==> src/design/erq_pkg.sv <==
// ----------------------------------------------------------------------------
// erq_pkg
// shared types, codes and widths for the scheduler ready queue
// ----------------------------------------------------------------------------
package erq_pkg;

  localparam int QUEUE_DEPTH_DEF = 16;
  localparam int ID_W            = 16;
  localparam int TIME_W          = 32;
  localparam int MODE_W          = 2;

  // in_tdata layout, lowest bit first
  localparam int IN_ID_LSB   = 0;
  localparam int IN_DL_LSB   = IN_ID_LSB + ID_W;
  localparam int IN_PER_LSB  = IN_DL_LSB + TIME_W;
  localparam int IN_CT_LSB   = IN_PER_LSB + TIME_W;
  localparam int IN_KEEP_BIT = IN_CT_LSB + TIME_W;
  localparam int IN_DATA_W   = ((IN_KEEP_BIT + 1 + 7) / 8) * 8;

  // ordering key codes
  typedef logic [MODE_W-1:0] mode_t;
  localparam mode_t MODE_EDF = 2'd0;
  localparam mode_t MODE_RM  = 2'd1;
  localparam mode_t MODE_SJF = 2'd2;

  typedef enum logic [1:0] {
    CMD_APPEND = 2'd0,
    CMD_SORT   = 2'd1,
    CMD_POP    = 2'd2,
    CMD_REMOVE = 2'd3
  } cmd_t;

  typedef enum logic [1:0] {
    ST_OK        = 2'd0,
    ST_FULL      = 2'd1,
    ST_NOT_FOUND = 2'd2,
    ST_POP_EMPTY = 2'd3
  } status_t;

  typedef struct packed {
    logic [ID_W-1:0]   id;
    logic [TIME_W-1:0] deadline;
    logic [TIME_W-1:0] period;
    logic [TIME_W-1:0] comp_time;
  } entry_t;

  // datapath operations issued by the controller
  typedef enum logic [3:0] {
    DP_NOP,
    DP_APPEND,
    DP_SORT_INIT,
    DP_RD_I,
    DP_LD_TEMP,
    DP_RD_J,
    DP_MOVE,
    DP_PUT,
    DP_SCAN_INIT,
    DP_SCAN_RD,
    DP_SCAN_NEXT,
    DP_SHIFT_RD,
    DP_SHIFT_WR,
    DP_SHRINK,
    DP_RD_HEAD,
    DP_LOAD_OUT
  } dp_op_t;

  typedef struct packed {
    logic    accept;
    dp_op_t  op;
    logic    set_st;
    status_t st;
  } ctrl_t;

  typedef struct packed {
    cmd_t cmd;
    logic full;
    logic empty;
    logic sort_skip;
    logic j_gt_first;
    logic key_less;
    logic id_match;
    logic scan_end;
    logic nxt_lt_fill;
    logic out_free;
  } stat_t;

endpackage

==> src/design/erq_ctrl.sv <==
// ----------------------------------------------------------------------------
// erq_ctrl
// command sequencer: sort, scan and shift loops over the entry memory
// ----------------------------------------------------------------------------
module erq_ctrl (
  input  logic           clk,
  input  logic           rst_n,
  input  logic           in_tvalid,
  input  erq_pkg::stat_t stat,
  output logic           idle,
  output erq_pkg::ctrl_t ctl
);

  typedef enum logic [3:0] {
    S_IDLE,
    S_DECODE,
    S_RD_I,
    S_LD_I,
    S_CHK,
    S_CMP,
    S_PUT,
    S_SCAN_RD,
    S_SCAN_CMP,
    S_SH_RD,
    S_SH_WR,
    S_HEAD,
    S_OUT
  } state_t;

  state_t state_r, state_nxt;

  assign idle = (state_r == S_IDLE);

  always_comb begin
    state_nxt  = state_r;
    ctl.accept = 1'b0;
    ctl.op     = erq_pkg::DP_NOP;
    ctl.set_st = 1'b0;
    ctl.st     = erq_pkg::ST_OK;
    unique case (state_r)
      S_IDLE: begin
        if (in_tvalid) begin
          ctl.accept = 1'b1;
          state_nxt  = S_DECODE;
        end
      end
      S_DECODE: begin
        unique case (stat.cmd)
          erq_pkg::CMD_APPEND: begin
            if (stat.full) begin
              ctl.set_st = 1'b1;
              ctl.st     = erq_pkg::ST_FULL;
            end else begin
              ctl.op = erq_pkg::DP_APPEND;
            end
            state_nxt = S_HEAD;
          end
          erq_pkg::CMD_SORT: begin
            if (stat.sort_skip) begin
              state_nxt = S_HEAD;
            end else begin
              ctl.op    = erq_pkg::DP_SORT_INIT;
              state_nxt = S_RD_I;
            end
          end
          erq_pkg::CMD_POP: begin
            if (stat.empty) begin
              ctl.set_st = 1'b1;
              ctl.st     = erq_pkg::ST_POP_EMPTY;
              state_nxt  = S_HEAD;
            end else begin
              ctl.op    = erq_pkg::DP_SCAN_INIT;
              state_nxt = S_SH_RD;
            end
          end
          erq_pkg::CMD_REMOVE: begin
            ctl.op    = erq_pkg::DP_SCAN_INIT;
            state_nxt = S_SCAN_RD;
          end
          default: state_nxt = S_HEAD;
        endcase
      end
      S_RD_I: begin
        ctl.op    = erq_pkg::DP_RD_I;
        state_nxt = S_LD_I;
      end
      S_LD_I: begin
        ctl.op    = erq_pkg::DP_LD_TEMP;
        state_nxt = S_CHK;
      end
      S_CHK: begin
        if (stat.j_gt_first) begin
          ctl.op    = erq_pkg::DP_RD_J;
          state_nxt = S_CMP;
        end else begin
          state_nxt = S_PUT;
        end
      end
      S_CMP: begin
        if (stat.key_less) begin
          ctl.op    = erq_pkg::DP_MOVE;
          state_nxt = S_CHK;
        end else begin
          state_nxt = S_PUT;
        end
      end
      S_PUT: begin
        ctl.op    = erq_pkg::DP_PUT;
        state_nxt = stat.nxt_lt_fill ? S_RD_I : S_HEAD;
      end
      S_SCAN_RD: begin
        if (stat.scan_end) begin
          ctl.set_st = 1'b1;
          ctl.st     = erq_pkg::ST_NOT_FOUND;
          state_nxt  = S_HEAD;
        end else begin
          ctl.op    = erq_pkg::DP_SCAN_RD;
          state_nxt = S_SCAN_CMP;
        end
      end
      S_SCAN_CMP: begin
        if (stat.id_match) begin
          state_nxt = S_SH_RD;
        end else begin
          ctl.op    = erq_pkg::DP_SCAN_NEXT;
          state_nxt = S_SCAN_RD;
        end
      end
      S_SH_RD: begin
        if (stat.nxt_lt_fill) begin
          ctl.op    = erq_pkg::DP_SHIFT_RD;
          state_nxt = S_SH_WR;
        end else begin
          ctl.op    = erq_pkg::DP_SHRINK;
          state_nxt = S_HEAD;
        end
      end
      S_SH_WR: begin
        ctl.op    = erq_pkg::DP_SHIFT_WR;
        state_nxt = S_SH_RD;
      end
      S_HEAD: begin
        ctl.op    = erq_pkg::DP_RD_HEAD;
        state_nxt = S_OUT;
      end
      S_OUT: begin
        if (stat.out_free) begin
          ctl.op    = erq_pkg::DP_LOAD_OUT;
          state_nxt = S_IDLE;
        end
      end
      default: state_nxt = S_IDLE;
    endcase
  end

  always_ff @(posedge clk) begin
    if (!rst_n) begin
      state_r <= S_IDLE;
    end else begin
      state_r <= state_nxt;
    end
  end

endmodule

==> src/design/erq_dp.sv <==
// ----------------------------------------------------------------------------
// erq_dp
// entry memory, fill count, loop counters, compare logic and result register
// ----------------------------------------------------------------------------
module erq_dp #(
  parameter int QUEUE_DEPTH = erq_pkg::QUEUE_DEPTH_DEF,
  parameter int IDX_W       = $clog2(QUEUE_DEPTH),
  parameter int CNT_W       = $clog2(QUEUE_DEPTH + 1)
) (
  input  logic                     clk,
  input  logic                     rst_n,
  input  erq_pkg::ctrl_t           ctl,
  output erq_pkg::stat_t           stat,
  input  logic [1:0]               in_cmd,
  input  erq_pkg::entry_t          in_entry,
  input  logic                     in_keep,
  input  logic                     cfg_wr_en,
  input  erq_pkg::mode_t           cfg_mode,
  input  logic                     out_ready,
  output logic                     out_valid,
  output logic                     out_head_valid,
  output logic [erq_pkg::ID_W-1:0] out_head_id,
  output logic [CNT_W-1:0]         out_count,
  output erq_pkg::status_t         out_status
);

  erq_pkg::entry_t  mem_r [QUEUE_DEPTH];
  erq_pkg::entry_t  rd_data_r;
  erq_pkg::entry_t  temp_r;
  erq_pkg::entry_t  req_r;
  erq_pkg::cmd_t    cmd_r;
  logic             keep_r;
  erq_pkg::mode_t   mode_r;
  erq_pkg::status_t status_r;
  logic [CNT_W-1:0] fill_r;
  logic [CNT_W-1:0] i_r;
  logic [CNT_W-1:0] j_r;
  logic             out_valid_r;
  logic             out_head_valid_r;
  logic [erq_pkg::ID_W-1:0] out_head_id_r;
  logic [CNT_W-1:0] out_count_r;
  erq_pkg::status_t out_status_r;

  logic             first;
  logic [CNT_W:0]   i_inc;
  logic [CNT_W:0]   first_inc;
  logic [CNT_W-1:0] j_dec;
  logic             rd_en;
  logic [IDX_W-1:0] rd_addr;
  logic             we;
  logic [IDX_W-1:0] wr_addr;
  erq_pkg::entry_t  wr_data;

  function automatic logic [erq_pkg::TIME_W-1:0] key_of(erq_pkg::entry_t e,
                                                        erq_pkg::mode_t m);
    logic [erq_pkg::TIME_W-1:0] k;
    if (m == erq_pkg::MODE_EDF) k = e.deadline;
    else if (m == erq_pkg::MODE_RM) k = e.period;
    else k = e.comp_time;
    return k;
  endfunction

  // head stays put with keep-head or in shortest-job mode
  assign first     = keep_r | (mode_r == erq_pkg::MODE_SJF);
  assign i_inc     = {1'b0, i_r} + (CNT_W+1)'(1);
  assign first_inc = (CNT_W+1)'(first) + (CNT_W+1)'(1);
  assign j_dec     = j_r - CNT_W'(1);

  always_comb begin
    stat.cmd         = cmd_r;
    stat.full        = (fill_r == CNT_W'(QUEUE_DEPTH));
    stat.empty       = (fill_r == '0);
    stat.sort_skip   = (mode_r > erq_pkg::MODE_SJF) || ({1'b0, fill_r} <= first_inc);
    stat.j_gt_first  = (j_r > CNT_W'(first));
    stat.key_less    = key_of(temp_r, mode_r) < key_of(rd_data_r, mode_r);
    stat.id_match    = (rd_data_r.id == req_r.id);
    stat.scan_end    = (i_r == fill_r);
    stat.nxt_lt_fill = (i_inc < {1'b0, fill_r});
    stat.out_free    = !out_valid_r || out_ready;
  end

  // memory address and data selection
  always_comb begin
    rd_en   = 1'b0;
    rd_addr = '0;
    we      = 1'b0;
    wr_addr = j_r[IDX_W-1:0];
    wr_data = rd_data_r;
    unique case (ctl.op)
      erq_pkg::DP_RD_I, erq_pkg::DP_SCAN_RD: begin
        rd_en   = 1'b1;
        rd_addr = i_r[IDX_W-1:0];
      end
      erq_pkg::DP_RD_J: begin
        rd_en   = 1'b1;
        rd_addr = j_dec[IDX_W-1:0];
      end
      erq_pkg::DP_SHIFT_RD: begin
        rd_en   = 1'b1;
        rd_addr = i_inc[IDX_W-1:0];
      end
      erq_pkg::DP_RD_HEAD: begin
        rd_en = 1'b1;
      end
      erq_pkg::DP_APPEND: begin
        we      = 1'b1;
        wr_addr = fill_r[IDX_W-1:0];
        wr_data = req_r;
      end
      erq_pkg::DP_MOVE: begin
        we = 1'b1;
      end
      erq_pkg::DP_PUT: begin
        we      = 1'b1;
        wr_data = temp_r;
      end
      erq_pkg::DP_SHIFT_WR: begin
        we      = 1'b1;
        wr_addr = i_r[IDX_W-1:0];
      end
      default: begin
        rd_en = 1'b0;
      end
    endcase
  end

  always_ff @(posedge clk) begin
    if (we) mem_r[wr_addr] <= wr_data;
    if (rd_en) rd_data_r <= mem_r[rd_addr];
  end

  // payload registers
  always_ff @(posedge clk) begin
    if (ctl.accept) begin
      req_r  <= in_entry;
      cmd_r  <= erq_pkg::cmd_t'(in_cmd);
      keep_r <= in_keep;
    end
    if (ctl.op == erq_pkg::DP_LD_TEMP) temp_r <= rd_data_r;
    if (ctl.op == erq_pkg::DP_LOAD_OUT) begin
      out_head_valid_r <= (fill_r != '0);
      out_head_id_r    <= (fill_r != '0) ? rd_data_r.id : '0;
      out_count_r      <= fill_r;
      out_status_r     <= status_r;
    end
  end

  always_ff @(posedge clk) begin
    if (!rst_n) begin
      fill_r      <= '0;
      mode_r      <= erq_pkg::MODE_EDF;
      status_r    <= erq_pkg::ST_OK;
      i_r         <= '0;
      j_r         <= '0;
      out_valid_r <= 1'b0;
    end else begin
      if (cfg_wr_en) mode_r <= cfg_mode;
      if (ctl.accept) status_r <= erq_pkg::ST_OK;
      else if (ctl.set_st) status_r <= ctl.st;
      unique case (ctl.op)
        erq_pkg::DP_APPEND:    fill_r <= fill_r + CNT_W'(1);
        erq_pkg::DP_SHRINK:    fill_r <= fill_r - CNT_W'(1);
        erq_pkg::DP_SORT_INIT: i_r <= first_inc[CNT_W-1:0];
        erq_pkg::DP_LD_TEMP:   j_r <= i_r;
        erq_pkg::DP_MOVE:      j_r <= j_dec;
        erq_pkg::DP_PUT,
        erq_pkg::DP_SCAN_NEXT,
        erq_pkg::DP_SHIFT_WR:  i_r <= i_inc[CNT_W-1:0];
        erq_pkg::DP_SCAN_INIT: i_r <= '0;
        default:               i_r <= i_r;
      endcase
      if (ctl.op == erq_pkg::DP_LOAD_OUT) out_valid_r <= 1'b1;
      else if (out_ready) out_valid_r <= 1'b0;
    end
  end

  assign out_valid      = out_valid_r;
  assign out_head_valid = out_head_valid_r;
  assign out_head_id    = out_head_id_r;
  assign out_count      = out_count_r;
  assign out_status     = out_status_r;

`ifndef SYNTHESIS
  a_fill_bound: assert property (@(posedge clk) disable iff (!rst_n)
    fill_r <= CNT_W'(QUEUE_DEPTH))
    else $error("fill count above queue depth");

  a_append_room: assert property (@(posedge clk) disable iff (!rst_n)
    ctl.op == erq_pkg::DP_APPEND |-> fill_r != CNT_W'(QUEUE_DEPTH))
    else $error("append into a full queue");

  a_shrink_nonempty: assert property (@(posedge clk) disable iff (!rst_n)
    ctl.op == erq_pkg::DP_SHRINK |-> fill_r != '0)
    else $error("removal from an empty queue");

  a_load_free: assert property (@(posedge clk) disable iff (!rst_n)
    ctl.op == erq_pkg::DP_LOAD_OUT |-> (!out_valid_r || out_ready))
    else $error("result overwritten before it was taken");

  a_sort_in_range: assert property (@(posedge clk) disable iff (!rst_n)
    ctl.op == erq_pkg::DP_PUT |-> i_r < fill_r)
    else $error("sort index past fill count");
`endif

endmodule

==> src/design/edf_rm_sjf_ready_queue_core.sv <==
// ----------------------------------------------------------------------------
// edf_rm_sjf_ready_queue_core
// ready queue of real-time tasks with append, stable sort, pop and remove
// ----------------------------------------------------------------------------
//
//  channel | direction | handshake         | payload
//  --------+-----------+-------------------+------------------------------------
//  in_     | slave     | in_tvalid/tready  | tuser command, tdata task fields
//  out_    | master    | out_tvalid/tready | tdata head, count, status
//  cfg_    | write     | cfg_wr_en         | cfg_wr_data ordering mode
//
//  one item at a time, through an entry memory (one read, one write per
//  cycle): append writes at the end, pop shifts all entries down over the
//  head, remove by id scans for the id and shifts the entries behind it,
//  sort is an insertion sort; the next item is taken as soon as the result
//  sits in the output register, even while it waits for out_tready
//  synchronous active-low reset empties the queue and selects deadline order
//
module edf_rm_sjf_ready_queue_core #(
  parameter int QUEUE_DEPTH = erq_pkg::QUEUE_DEPTH_DEF,
  parameter int CNT_W       = $clog2(QUEUE_DEPTH + 1),
  parameter int OUT_DATA_W  = ((1 + erq_pkg::ID_W + CNT_W + 2 + 7) / 8) * 8
) (
  input  logic                          clk,
  input  logic                          rst_n,
  // input item
  input  logic                          in_tvalid,
  output logic                          in_tready,
  // task_id, deadline, period, comp_time, keep_head, zero pad
  input  logic [erq_pkg::IN_DATA_W-1:0] in_tdata,
  // command
  input  logic [1:0]                    in_tuser,
  // result item
  output logic                          out_tvalid,
  input  logic                          out_tready,
  // head_valid, head_task_id, entry_count, status, zero pad
  output logic [OUT_DATA_W-1:0]         out_tdata,
  // ordering mode register
  input  logic                          cfg_wr_en,
  input  logic [erq_pkg::MODE_W-1:0]    cfg_wr_data
);

  localparam int IDX_W = $clog2(QUEUE_DEPTH);

  erq_pkg::ctrl_t   ctl;
  erq_pkg::stat_t   stat;
  erq_pkg::entry_t  in_entry;
  logic             idle;
  logic             head_valid;
  logic [erq_pkg::ID_W-1:0] head_id;
  logic [CNT_W-1:0] count;
  erq_pkg::status_t status;

  // unpack the task fields from the input item
  assign in_entry.id        = in_tdata[erq_pkg::IN_ID_LSB  +: erq_pkg::ID_W];
  assign in_entry.deadline  = in_tdata[erq_pkg::IN_DL_LSB  +: erq_pkg::TIME_W];
  assign in_entry.period    = in_tdata[erq_pkg::IN_PER_LSB +: erq_pkg::TIME_W];
  assign in_entry.comp_time = in_tdata[erq_pkg::IN_CT_LSB  +: erq_pkg::TIME_W];

  assign in_tready = idle;

  erq_ctrl u_ctrl (
    .clk       (clk),
    .rst_n     (rst_n),
    .in_tvalid (in_tvalid),
    .stat      (stat),
    .idle      (idle),
    .ctl       (ctl)
  );

  erq_dp #(
    .QUEUE_DEPTH (QUEUE_DEPTH),
    .IDX_W       (IDX_W),
    .CNT_W       (CNT_W)
  ) u_dp (
    .clk            (clk),
    .rst_n          (rst_n),
    .ctl            (ctl),
    .stat           (stat),
    .in_cmd         (in_tuser),
    .in_entry       (in_entry),
    .in_keep        (in_tdata[erq_pkg::IN_KEEP_BIT]),
    .cfg_wr_en      (cfg_wr_en),
    .cfg_mode       (cfg_wr_data),
    .out_ready      (out_tready),
    .out_valid      (out_tvalid),
    .out_head_valid (head_valid),
    .out_head_id    (head_id),
    .out_count      (count),
    .out_status     (status)
  );

  // pack the result, lowest field first, zero filled to whole bytes
  assign out_tdata = OUT_DATA_W'({status, count, head_id, head_valid});

endmodule
==> config.mk <==
export PLATFORM = sky130hd
export DESIGN_NAME = edf_rm_sjf_ready_queue_core
export DESIGN_NICKNAME = d
export VERILOG_FILES = /design/src/design/erq_pkg.sv /design/src/design/erq_ctrl.sv /design/src/design/erq_dp.sv /design/src/design/edf_rm_sjf_ready_queue_core.sv
export SDC_FILE = /design/constraint.sdc
export NUM_CORES = 2
export LEC_CHECK = 0
export BUFFER_PORTS_ARGS = -buffer_cell sky130_fd_sc_hd__buf_2
export CAP_MARGIN = 20
export CORE_ASPECT_RATIO = 2
export CORE_MARGIN = 3
export CORE_UTILIZATION = 40
export DETAILED_ROUTE_END_ITERATION = 6
export PLACE_DENSITY_LB_ADDON = 0.1
export SLEW_MARGIN = 20
export SYNTH_ARGS = -nofsm -noshare
export SYNTH_HDL_FRONTEND = slang
export SYNTH_HIERARCHICAL = 1
export SYNTH_SLANG_ARGS = --single-unit
==> constraint.sdc <==
create_clock -name clk -period 21.3 [get_ports clk]
set_clock_uncertainty 0.1 [all_clocks]
set_input_delay 4.26 -clock clk [delete_from_list [all_inputs] [get_ports clk]]
set_output_delay 4.26 -clock clk [all_outputs]
set_load 0.02 [all_outputs]
== Word level (Yosys, flattened, before mapping) ==
Memories as Yosys holds them, arrays and structs flattened. A register that Yosys moved wholly into a read port is not among the register bits.
Cells that the tools add are included.
Word-level totals
  bits in registers: 275
  bits in writable memories: 1792
  bits of input ports: 129
  output and inout port bits: 26
  word-level logic and storage cells: 135
  memories kept: 1
Memory list
  u_dp.mem_r: words 16, width 112, read ports 1, clocked after memory_dff 1, write ports 1, line erq_dp.sv:27  | erq_pkg::entry_t mem_r [QUEUE_DEPTH];
Operators by class
  add/sub/neg operators: 5
  $lt $le $gt $ge: 5
  eq/ne operators: 37
  mux-type cells: 46
  bitwise operators: 2
  reduce and logical (&&, ||, !) cells: 18
Operators with widths (number)
  $pmux 112 s2: 1
  $mux 32: 4
  $eq 4x4->1 const B: 13
  $pmux 4 s13: 1
  $pmux 4 s12: 1
  $mux 4: 9
  $eq 4x3->1 const B: 8
  $lt 32x32->1: 1
  $pmux 4 s4: 2
  $pmux 5 s2: 2
  $mux 3: 6
  $eq 16x16->1: 1
  $eq 4x2->1 const B: 4
  $pmux 5 s3: 1
  $pmux 3 s2: 2
  $pmux 4 s3: 1
  $mux 1: 10
  $mux 2: 5
  $sub 5x1->5 const B: 2
  $eq 4x1->1 const B: 2
  $pmux 4 s2: 1
  $add 5x1->6 const B: 1
  $eq 2x2->1 const B: 3
  $le 5x6->1: 1
  other kinds (24): 31

== Depth between registers and ports, before layout ==
  word-level depth: 13
  depth in mapped cells: 29
  mapped depth without buffers: 24

== Cells and area by module ==
Netlist, hierarchy kept.
By module, submodules not included
  erq_dp: instances 1, cells each 5812, area an instance 86236.5 um^2, sequential area each 65112.4 um^2
  erq_ctrl: instances 1, cells each 97, area an instance 659.4 um^2, sequential area each 80.1 um^2
  edf_rm_sjf_ready_queue_core: instances 1, cells each 1, area an instance 7.5 um^2, sequential area each 0.0 um^2

== Worst setup path after synthesis ==
Ideal clock, no wire load.
  kind: input to register
  from: input port out_tready
  to: memory u_dp/mem_r[8][0] (netlist name) (enable)
  library setup time: 0.584 ns
  data arrival time: 11.094 ns
  data required time: 20.616 ns
  slack: 9.522 ns
  stages on the path: 13
  path buffers: 2
  path through: nand2b_1 -> inv_1 -> o31ai_1 -> a22oi_1 -> o211ai_1 -> buf_2 -> buf_4 -> nor3_1 -> or2_2 -> o21ai_0 -> o21bai_1 -> or2_2 -> nor2_1
RTL lines
  from (decl): line edf_rm_sjf_ready_queue_core.sv:35  | input logic out_tready,
  to (decl): line erq_dp.sv:27

==> results.toml <==
[yosys]
syn-cell-area_um2 = 86900
ys_seq_elements = 2179
synth.area.top_cells = "edfxtp_1 74%, nand2_1 5.1%, mux2i_1 3.4%"
synth_nets = 6084
avgSynthCellArea_um2 = 14.70
ys_types = 73
synth.largest_area_cell = "edfxtp_1"
syn_inst = 5910
synth.top_cell.area_share = 0.7446
synth_ff_type = "edfxtp_1"
synth_edf_count = 2155
yosys.cell_count.top_type = "edfxtp_1"
synth.yosys.warnings = 6
yosys-top-cells-count = "2155 x edfxtp_1, 1174 x nand2_1, 340 x a22oi_1"
yosysSeqAreaShare = 0.7502
async_flop_share = 0

[floorplanning]
die-area_um2 = 223200
initial_core_util = 0.4025
row_count = 241
pin_count = 155
die_x_um = 335.6
dieHeight_um = 665.2
core_um2 = 215900

[clock_network]
cts-root-buf = "clkbuf_16"
cts.clk_slew.worst_paths_ns = 0.07
clock_latency_ns = 0.87
cts_htree_levels = 4
cts_buffer_depth = 4
numCtsBuffers = 203
cts_tree = "yes"
post_cts_resized = 0
cts_setup_buffers = 0
hold_buffers = 0
cts.sinks = 2179

[route]
drt_iter0_markers = 4855
drc_errors = 0
via_per_inst = 5.904
drt_first_pass_iters = 7
num_vias = 52588
wirelength_um = 272600
ant_nets = 0
post_drt_wl_per_cell_um = 30.60

[run_status]
status = "finished clean"

[global_routing]
grt_pass1_wl_um = 385200
grt-busiest-layer = "met2"
grt_pass1_vias = 51773
grtUsageMet1 = 0.3197
grtUsageMet2 = 0.4205
grt_max_degree = 145
grt_use_total = 0.2397
grt_antenna_before_repair = 15
grt.met3_usage = 0.02378
gr-total-overflow = 0

[power]
vdd.ir_drop.worst_uv = 216.3
p_leak_nw = 32.20
powerDensity_nw_per_um2 = 151.0

[timing]
rsz0062_at_grt = "false"
tns_ns = 0
worstMarginPinSlew_ns = 1.438
period_share = 0.5483
slew-limit-headroom = 0.04156
fmax_mhz = 85.62
fin_crit_ns = 11.68
finalHoldViolCount = 0
final_max_slew_viol_count = 0
setup_violations = 0

[critical_path]
regToRegStartpoint = "u_dp/mode_r[0]"
worstSetupEndpointType = "register"
critPathCapture = "u_dp/rd_data_r[25]"
critPathLaunchType = "register"
reg2reg_to = "u_dp/rd_data_r[25]"
critPathLaunch = "u_dp/mode_r[0]"
arrival_ns = 12.18
crit_path_max_fanout = 102
crit_required_ns = 21.80
reg2reg_depth = 25
reg2reg_setup_slack_ns = 9.62
worstSetupPathType = "register to register"

[finish]
nets = 6126
synthToLayoutAreaGrowth_pct = 11.52
design_area_um2 = 96910
final_core_util = 0.4489
drive_above_1_share = 0.09561

[min_path]
hold_class = "register to register"

[placement]
gp_congestion = 0.7980
postPlaceCellArea_um2 = 90480
dpl.hpwl_um = 143800
portBuffers = 147

[run]
cap_violations = 0
registers in the layout (all words and copies together) (netlist names):
register	count
u_dp/out_status	2
u_dp/out_count	5
u_dp/temp_r	112
u_dp/i_r	5
u_dp/rd_data_r	112
u_dp/req_r	112
u_dp/cmd_r	2
u_dp/keep_r	1
u_dp/mem_r	1792
u_dp/fill_r	5
u_dp/out_head_id	16
u_dp/j_r	5
u_ctrl/state_r	4
u_dp/status_r	2
u_dp/out_head_valid	1
u_dp/mode_r	2
u_dp/out_valid	1
kinds of logic (layout without fill, tap and decap cells):
logic type,Yosys count,in the layout,synth area share
buf+inv,446,644,0.02262
simple gates,1723,1723,0.08490
fa+ha+maj,45,45,0.006565
compound gates,1194,1194,0.09894
other cells,0,5,0
mux,294,294,0.03388
flops,2179,2179,0.7502
xor+xnor,29,29,0.002923
where the power goes:
| group | leakage, nW | internal [mW] | switching, mW |
|---|---|---|---|
| clock | 3.11 | 1.99 | 1.61 |
| combinational | 9.41 | 1.02 | 3.09 |
| sequential | 19.7 | 6.56 | 0.365 |
| total | 32.2 | 9.57 | 5.06 |
routing by layer:
| metal | share of wire | up-vias |
|---|---|---|
| met2 | 0.51 | 1832 |
| li1 | - | 22849 |
| met5 | 0 | - |
| met1 | 0.41 | 27523 |
| met4 | 0.024 | 0 |
| met3 | 0.055 | 384 |
cell usage in the layout (no fill, tap or decap), types with 11 or more instances in the layout:
master and instances:
o21ai_0 58, xnor2_1 22, a31oi_1 118, bufinv_16 19, nor2_4 22, buf_2 147, a221o_1 114, nand2b_1 21
clkinv_2 31, clkinv_1 48, buf_4 95, edfxtp_1 2155, nor2_1 60, nor2b_1 30, buf_12 12, a21oi_1 283
inv_1 27, a22oi_1 340, dfxtp_1 22, and3_1 115, mux2i_1 293, clkbuf_1 36, nand3_1 239, clkbuf_16 205
nand4_1 11, nand2_1 1173, a211oi_1 117, ha_1 44, a32o_1 111
critical path, stage by stage, from the launching register on:
cell and delay (ns):
dfxtp_4 0.65, buf_4 0.62, mux2i_1 0.24, o21ai_0 0.10
ha_1 0.32, nand3_1 0.25, a31oi_1 0.25, o21ai_0 0.38
a21oi_1 0.38, a211oi_1 0.15, o31ai_1 0.95, a211oi_2 0.40
nand3b_1 0.22, o31ai_1 0.10, a22oi_1 0.29, o311ai_2 0.15
buf_4 0.24, nor2b_1 0.31, nand3_4 0.72, nand2_8 0.96
buf_4 0.71, buf_4 0.80, buf_4 0.84, mux2i_1 0.29
a22oi_1 0.12, a221o_1 0.46
metrics by stage:
step / hold WS [ns] / setup slack, ns / power [mW] / cells
global route: 0.3684 / 9.352 / 15.25 / 8903
finish: 0.3483 / 9.620 / 14.63 / 8907
CTS: 0.3504 / 9.611 / 14.73 / 8901
global placement: 0.3239 / 9.578 / 11.02 / 8539
detailed placement: 0.3215 / 9.603 / 11.12 / 8540
floorplan: 0.3076 / 9.522 / 9.415 / 5910
worst min path at each step:
stage                     cells after the start        startpoint            endpoint  slack [ns]
after floorplan                               0  u_dp/status_r[0]  u_dp/out_status[0]        0.31
after global placement                        0  u_dp/status_r[0]  u_dp/out_status[0]        0.32
after detailed placement                      0  u_dp/status_r[1]  u_dp/out_status[1]        0.32
after CTS                                     0  u_dp/status_r[1]  u_dp/out_status[1]        0.35
after global routing                          0  u_dp/status_r[1]  u_dp/out_status[1]        0.37
final                                         0  u_dp/status_r[0]  u_dp/out_status[0]        0.35
cell type report:
cell class | count | area (um^2)
repair buffers | 255 | 1717
fillers | 19113 | 119000
inverters | 28 | 110.1
clock buffers | 241 | 5265
flip-flops and latches | 2179 | 65200
clock inverters | 120 | 1125
multi-input cells | 3285 | 19990
diodes | 5 | 12.51
well taps | 2794 | 3496
Note: power is estimated with default switching activity, not from simulation.
